--- src/gn2d_pkg.sv ---
package gn2d_pkg;

  localparam int TableSize = 256;
  localparam int IdxW      = $clog2(TableSize);
  localparam int FracBits  = 16;
  localparam int OutFrac   = 16;
  localparam int OutW      = 19;
  localparam int OutLimit  = 131072;

  typedef enum logic {
    CMD_EVAL  = 1'b0,
    CMD_WRITE = 1'b1
  } cmd_e;

  typedef enum logic {
    ST_FILL = 1'b0,
    ST_RUN  = 1'b1
  } fill_state_e;

  typedef logic [7:0] perm_t;

  // Reference permutation packed with entry 0 in the top byte
  localparam logic [2047:0] BasePerm = {
    8'd151, 8'd160, 8'd137, 8'd91, 8'd90, 8'd15, 8'd131, 8'd13, 8'd201, 8'd95,
    8'd96, 8'd53, 8'd194, 8'd233, 8'd7, 8'd225, 8'd140, 8'd36, 8'd103, 8'd30,
    8'd69, 8'd142, 8'd8, 8'd99, 8'd37, 8'd240, 8'd21, 8'd10, 8'd23, 8'd190,
    8'd6, 8'd148, 8'd247, 8'd120, 8'd234, 8'd75, 8'd0, 8'd26, 8'd197, 8'd62,
    8'd94, 8'd252, 8'd219, 8'd203, 8'd117, 8'd35, 8'd11, 8'd32, 8'd57, 8'd177,
    8'd33, 8'd88, 8'd237, 8'd149, 8'd56, 8'd87, 8'd174, 8'd20, 8'd125, 8'd136,
    8'd171, 8'd168, 8'd68, 8'd175, 8'd74, 8'd165, 8'd71, 8'd134, 8'd139, 8'd48,
    8'd27, 8'd166, 8'd77, 8'd146, 8'd158, 8'd231, 8'd83, 8'd111, 8'd229, 8'd122,
    8'd60, 8'd211, 8'd133, 8'd230, 8'd220, 8'd105, 8'd92, 8'd41, 8'd55, 8'd46,
    8'd245, 8'd40, 8'd244, 8'd102, 8'd143, 8'd54, 8'd65, 8'd25, 8'd63, 8'd161,
    8'd1, 8'd216, 8'd80, 8'd73, 8'd209, 8'd76, 8'd132, 8'd187, 8'd208, 8'd89,
    8'd18, 8'd169, 8'd200, 8'd196, 8'd135, 8'd130, 8'd116, 8'd188, 8'd159, 8'd86,
    8'd164, 8'd100, 8'd109, 8'd198, 8'd173, 8'd186, 8'd3, 8'd64, 8'd52, 8'd217,
    8'd226, 8'd250, 8'd124, 8'd123, 8'd5, 8'd202, 8'd38, 8'd147, 8'd118, 8'd126,
    8'd255, 8'd82, 8'd85, 8'd212, 8'd207, 8'd206, 8'd59, 8'd227, 8'd47, 8'd16,
    8'd58, 8'd17, 8'd182, 8'd189, 8'd28, 8'd42, 8'd223, 8'd183, 8'd170, 8'd213,
    8'd119, 8'd248, 8'd152, 8'd2, 8'd44, 8'd154, 8'd163, 8'd70, 8'd221, 8'd153,
    8'd101, 8'd155, 8'd167, 8'd43, 8'd172, 8'd9, 8'd129, 8'd22, 8'd39, 8'd253,
    8'd19, 8'd98, 8'd108, 8'd110, 8'd79, 8'd113, 8'd224, 8'd232, 8'd178, 8'd185,
    8'd112, 8'd104, 8'd218, 8'd246, 8'd97, 8'd228, 8'd251, 8'd34, 8'd242, 8'd193,
    8'd238, 8'd210, 8'd144, 8'd12, 8'd191, 8'd179, 8'd162, 8'd241, 8'd81, 8'd51,
    8'd145, 8'd235, 8'd249, 8'd14, 8'd239, 8'd107, 8'd49, 8'd192, 8'd214, 8'd31,
    8'd181, 8'd199, 8'd106, 8'd157, 8'd184, 8'd84, 8'd204, 8'd176, 8'd115, 8'd121,
    8'd50, 8'd45, 8'd127, 8'd4, 8'd150, 8'd254, 8'd138, 8'd236, 8'd205, 8'd93,
    8'd222, 8'd114, 8'd67, 8'd29, 8'd24, 8'd72, 8'd243, 8'd141, 8'd128, 8'd195,
    8'd78, 8'd66, 8'd215, 8'd61, 8'd156, 8'd180
  };

  function automatic perm_t base_perm(input logic [IdxW-1:0] idx);
    logic [7:0] k;
    k = 8'(idx);
    return BasePerm[2047 - 8*k -: 8];
  endfunction

endpackage

--- src/gn2d_fade.sv ---
// Quintic fade: t^2, t^3, t^4 and t^5 each take one registered stage;
// the polynomial and clamp follow the last register
module gn2d_fade (
  input  logic                           clk_i,
  input  logic                           en_i,
  input  logic [gn2d_pkg::FracBits-1:0]  t_i,
  output logic [gn2d_pkg::FracBits:0]    u_o
);
  import gn2d_pkg::*;

  localparam int F = FracBits;

  logic [F-1:0] t1_q, t2_q, t3_q;
  logic [F-1:0] p2_q, p3_q, p3b_q, p3c_q, p4_q, p4b_q, p5_q;
  logic [2*F-1:0] m2, m3, m4, m5;
  logic signed [F+6:0] poly;

  assign m2 = t_i * t_i;
  assign m4 = p3_q * t2_q;
  assign m5 = p4_q * t3_q;

  // Stage 1: t^2; stage 2: t^3; stage 3: t^4; stage 4: t^5
  always_ff @(posedge clk_i) begin
    if (en_i) begin
      t1_q  <= t_i;
      p2_q  <= m2[2*F-1:F];
      t2_q  <= t1_q;
      p3_q  <= m3[2*F-1:F];
      t3_q  <= t2_q;
      p3b_q <= p3_q;
      p4_q  <= m4[2*F-1:F];
      p3c_q <= p3b_q;
      p4b_q <= p4_q;
      p5_q  <= m5[2*F-1:F];
    end
  end
  assign m3 = p2_q * t1_q;

  // Combine after the last product; clamp to [0, one]
  always_comb begin
    poly = $signed({7'd0, p3c_q}) * $signed((F+7)'(10))
         - $signed({7'd0, p4b_q}) * $signed((F+7)'(15))
         + $signed({7'd0, p5_q}) * $signed((F+7)'(6));
    if (poly < 0) u_o = '0;
    else if (poly > $signed((F+7)'(1) <<< F)) u_o = (F+1)'(1) << F;
    else u_o = poly[F:0];
  end
endmodule

--- config.mk ---
export PLATFORM = sky130hd
export DESIGN_NAME = gn2d_fade
export DESIGN_NICKNAME = d
export VERILOG_FILES = /design/src/gn2d_pkg.sv /design/src/gn2d_fade.sv
export SDC_FILE = /design/constraint.sdc
export NUM_CORES = 2
export LEC_CHECK = 0
export ABC_AREA = 1
export BUFFER_PORTS_ARGS = -buffer_cell sky130_fd_sc_hd__buf_4
export CORE_ASPECT_RATIO = 2
export CORE_MARGIN = 5
export CORE_UTILIZATION = 60
export CTS_BUF_LIST = sky130_fd_sc_hd__clkbuf_8 sky130_fd_sc_hd__clkbuf_16
export DETAILED_ROUTE_END_ITERATION = 7
export HOLD_SLACK_MARGIN = 0.02
export PLACE_DENSITY = 0.79
export SYNTH_ARGS = -nofsm -noshare
export SYNTH_HDL_FRONTEND = slang
export SYNTH_SLANG_ARGS = --single-unit
--- constraint.sdc ---
create_clock -name clk_i -period 8.2 [get_ports clk_i]
set_input_delay 0.82 -clock clk_i [delete_from_list [all_inputs] [get_ports clk_i]]
set_output_delay 0.82 -clock clk_i [all_outputs]
set_load 0.02 [all_outputs]
**Yosys cells after proc, flatten, opt, wreduce, memory -nomap -nowiden**

Cells that the tools add are included.

- Add/sub/neg operators: 2
- Multiply operators: 7
- Order comparisons: 2
- Muxes and demuxes: 2

Operator list:

| kind | count |
|---|---|
| $mul 16x16->32 | 4 |
| $mux 17 | 2 |
| $add 21x20->22 | 1 |
| $gt 22x18->1 const B | 1 |
| $lt 22x1->1 const B | 1 |
| $sub 20x20->21 | 1 |
| $mul 16x4->20 const B | 1 |
| $mul 16x3->19 const B | 1 |
| $mul 16x2->18 const B | 1 |

- Bits in registers: 160
- Input bits: 18
- Output and inout bits: 17

**Longest topological paths before layout**

- Depth in word-level cells: 6
- Depth in mapped cells: 39
- Gate-level depth less buffers: 38

**Least setup slack after synthesis**

OpenSTA, ideal clock, no wires.

- Path kind: input-to-reg
- Start: input port t_i[13] (netlist name)
- End: register p2_q[12], data pin
- Arrival: 6.183 ns
- Slack: 1.758 ns
- Stages: 22
- Path buffers: 2
- Path through: clkbuf_1 -> clkbuf_1 -> nand2_1 -> fa_1 -> inv_1 -> fa_1 -> inv_1 -> fa_1 -> fa_1 -> fa_1 -> fa_1 -> inv_1 -> ha_1 -> a21oi_1 -> o21ai_0 -> a21oi_1 -> nand3_1 -> a21o_1 -> a21boi_0 -> o21ai_0 -> nand2_1 -> nand2_1

- Word-level cells in the longest chain between the ends: 1

Ends and longest elaborated chain:

| what | line | source |
|---|---|---|
| start, declared | gn2d_fade.sv:6 | `input logic [gn2d_pkg::FracBits-1:0] t_i,` |
| $mul 16x16->32 | gn2d_fade.sv:18 | `assign m2 = t_i * t_i;` |
| named net m2[28] | gn2d_fade.sv:15 | `logic [2*F-1:0] m2, m3, m4, m5;` |
| end signal, assigned | gn2d_fade.sv:26 | `p2_q <= m2[2*F-1:F];` |
| end, declared | gn2d_fade.sv:14 | `logic [F-1:0] p2_q, p3_q, p3b_q, p3c_q, p4_q, p4b_q, p5_q;` |

The timed path passes the listed nets, and every way through them passes these cells.
A chain may end at the register's enable or synchronous reset.

**Worst setup path after layout**

- Start: register p3c_q[1]
- End: output port u_o[0] (netlist name)

- Word-level cells in the longest chain between the ends: 6
- Elaborated cells on any way between the ends: 7
- Those cells by class: add/sub: 2; mul: 1; order compare: 2; mux: 2

Ends and longest elaborated chain:

| what | line | source |
|---|---|---|
| start, declared | gn2d_fade.sv:14 |  |
| start signal, assigned | gn2d_fade.sv:32 | `p3c_q <= p3b_q;` |
| $mul 16x3->19 (*) | gn2d_fade.sv:41 | `poly = $signed({7'd0, p3c_q}) * $signed((F+7)'(10))` |
| $sub 20x20->21 (*) | gn2d_fade.sv:42 | `- $signed({7'd0, p4b_q}) * $signed((F+7)'(15))` |
| $add 21x20->22 (*) | gn2d_fade.sv:43 | `+ $signed({7'd0, p5_q}) * $signed((F+7)'(6));` |
| $gt 22x18->1 | gn2d_fade.sv:45 | `else if (poly > $signed((F+7)'(1) <<< F)) u_o = (F+1)'(1) << F;` |
| $mux 17 | gn2d_fade.sv:45 |  |
| $mux 17 (*) | gn2d_fade.sv:44 | `if (poly < 0) u_o = '0;` |
| end, declared | gn2d_fade.sv:7 | `output logic [gn2d_pkg::FracBits:0] u_o` |

Mark *: on every way between the ends. The rest lies on a longest branch, timed or not.

==> run summary <==
EDFF count, synth - 160
Final GP Congestion - 0.961
Asr flop ratio synth - 0%
Clock buffer depth - 2
Antenna Nets Post-Route - 0
CTS H-tree depth - 4
I/O pins - 35
DR WL/cell - 16.5 µm
Cell mode on critical path - nand2_1
TritonCTS clock tree - yes
CP required - 7.38 ns
Area Growth Syn to Fin - 2.96%
Ys flop type - edfxtp_1
Final design utilization - 62.0%
Sequential area share after synthesis - 11.3%
Most frequent cells in the layout - inv_1 (1485), nand2_1 (1251), fa_1 (790), ha_1 (493), a21oi_1 (203)
Die Ht - 386 µm
FP Rows - 138
# diodes - 0
WS Path Type - register to primary output
HP Class - register to register
Core area - 70400 µm²
TNS Setup - 0 ns
Startpoint types - register
Post-Syn Area per Cell - 8.18 µm²
Drt first pass iters - 7
Vias per inst - 5.41
Buffers on Ports - 34
Total gr overflow - 0
Clock sinks - 160
R2R depth - 20
Fraction of layout cells with a size suffix above 1 - 2.04%
#FFs+latches synth - 160
Worst Tran Pin Value - 1.03 ns
RSZ-0062 raised after global routing - no
Peak Freq - 0.134 GHz
Final setup fails - 0
Status - complete, no violations
Via count - 32300
Remaining DRCs - 0
YS warnings - 0
Clock latency reported for the late side of the worst-skew pair - 0.47 ns
Syn Nets - 6489
Rel. slew slack - 31.3%
First-pass GRT wire length - 168000 µm
Critical Path Fanout Max - 16
Post-CTS setup buffers - 0
Hold-fix buffers, CTS - 0
Largest net degree at the start of global routing - 93
Post-DP HPWL - 80800 µm
DRT Wirelength - 98300 µm
Most common cell after layout, fill and taps aside - inv_1
Synthesized area - 42400 µm²
Syn Inst Count - 5188
Critical path's largest stage delay - 0.55 ns
Nets - 6336
Initial antenna violation count - 2
CP arrival - 6.66 ns
Crit share post-route - 91.2%
Count of cell types in the netlist - 43
Max Cap Viol - 0
Worst clock skew - 0.0101 ns
Crit path time final - 7.48 ns
Clock buffer count from CTS - 17
Die X - 198 µm
Die Area - 76500 µm²
Worst Hold Depth - 0
Clock transition at the registers of the reported paths - 0.07 ns
GRT Total Usage - 27.0%
CP endpoint kind - primary output
DRT iter0 DRCs - 2109
Clk root buf - clkbuf_16
Initial Util - 60.3%
Count of final max-slew check failures - 0
Vias in the first global route - 35300
Final Hold Viols - 0
Slowest-stage cell, CP - fa_1
cell families (layout without fill, tap and decap cells):
| logic type | count (synthesis) | after routing | share of synthesized area [%] |
|---|---|---|---|
| compound gates | 375 | 375 | 4.87 |
| xor+xnor | 120 | 120 | 2.48 |
| fa+ha+maj | 1283 | 1283 | 51.8 |
| buf+inv | 1696 | 1556 | 15.0 |
| flops | 160 | 160 | 11.3 |
| simple gates | 1554 | 1554 | 14.5 |
worst max-delay path: cells and delay by family, from the launching register on:
family	cells	cell delay, ns
xor gates and xnor gates	2	0.33
AOI/OAI and AO/OA	4	0.72
adders and majority gates	6	2.21
DFF	1	0.48
buffers and inverters	4	0.31
and+or+nand+nor	22	2.15
cells in the mapped netlist (4+ instances only):
cell type     n  area (µm²)
inv_1      1485        5570
nand2_1    1251        4700
fa_1        790       15800
ha_1        493        6170
clkbuf_1    208         781
a21oi_1     203        1020
edfxtp_1    160        4800
nor2_1      134         503
o21ai_0      93         465
xor2_1       76         666
nand3_1      70         350
xnor2_1      44         385
nand4_1      24         150
nor3_1       24         120
a21o_1       11        82.6
nand2_2      11        68.8
nor2_2       11        68.8
a31oi_1      10        62.6
nand3b_1      9        67.6
o21bai_1      9        67.6
o211ai_1      8        60.1
o21ai_1       8        40.0
a21boi_0      7        52.6
o21a_1        7        52.6
a221oi_1      6        52.6
nor4_1        5        31.3
and2_1        4        25.0
nand3_2       4        40.0
or2_2         4        25.0
path summary, 6_finish.rpt:
kind | startpoint | end | slack (ns)
hold reg to reg | p3b_q[10]$_DFFE_PP_ | p3c_q[10]$_DFFE_PP_ | 0.42
setup reg to reg | t1_q[4]$_DFFE_PP_ | p3_q[12]$_DFFE_PP_ | 1.55
hold / removal | p3b_q[10]$_DFFE_PP_ | p3c_q[10]$_DFFE_PP_ | 0.42
setup / recovery | p3c_q[1]$_DFFE_PP_ | u_o[0] | 0.72
per-stage QoR:
step                      hold slack (ns)  worst slack, ns  cells  cell area, µm²
after floorplan                     0.400             1.76   5188           42400
final                               0.421            0.725   5958           43700
after global routing                0.431           0.0505   5958           43700
after detailed placement            0.405             1.09   5926           43100
after global placement              0.403             1.18   5926           43100
after CTS                           0.421            0.556   5958           43700
flip-flops by register name (all words and copies together), names as in the netlist:
signal,flops
p2_q,16
p3_q,16
p3b_q,16
p3c_q,16
p4_q,16
p4b_q,16
p5_q,16
t1_q,16
t2_q,16
t3_q,16
area by class of cell:
type | instances | area, µm²
multi-input combinational | 3332 | 31300
clock inverter | 15 | 194
sequential | 160 | 4800
tap | 910 | 1140
timing repair buffer | 38 | 289
inverter | 1486 | 5580
fill | 5983 | 26700
clock buffer | 17 | 425
what timing repair did:
item,4_1_cts,5_1_grt
hold endpoints to repair,0,0
endpoints found under the setup margin,0,7
resized for setup,0,1
layer usage:
layer | global-route usage, % | part of all wire [%] | wire [µm] | up-vias
met5 | 0 | 0.033 | 32 | -
met4 | 8.56 | 3.0 | 2930 | 4
met3 | 3.78 | 6.8 | 6670 | 249
met2 | 46.9 | 51 | 49800 | 1178
met1 | 34.9 | 40 | 38900 | 15900
li1 | - | - | - | 14900
Power is not shown: default switching activity piles up to over one toggle a cycle in this logic, so the estimate is an artifact.
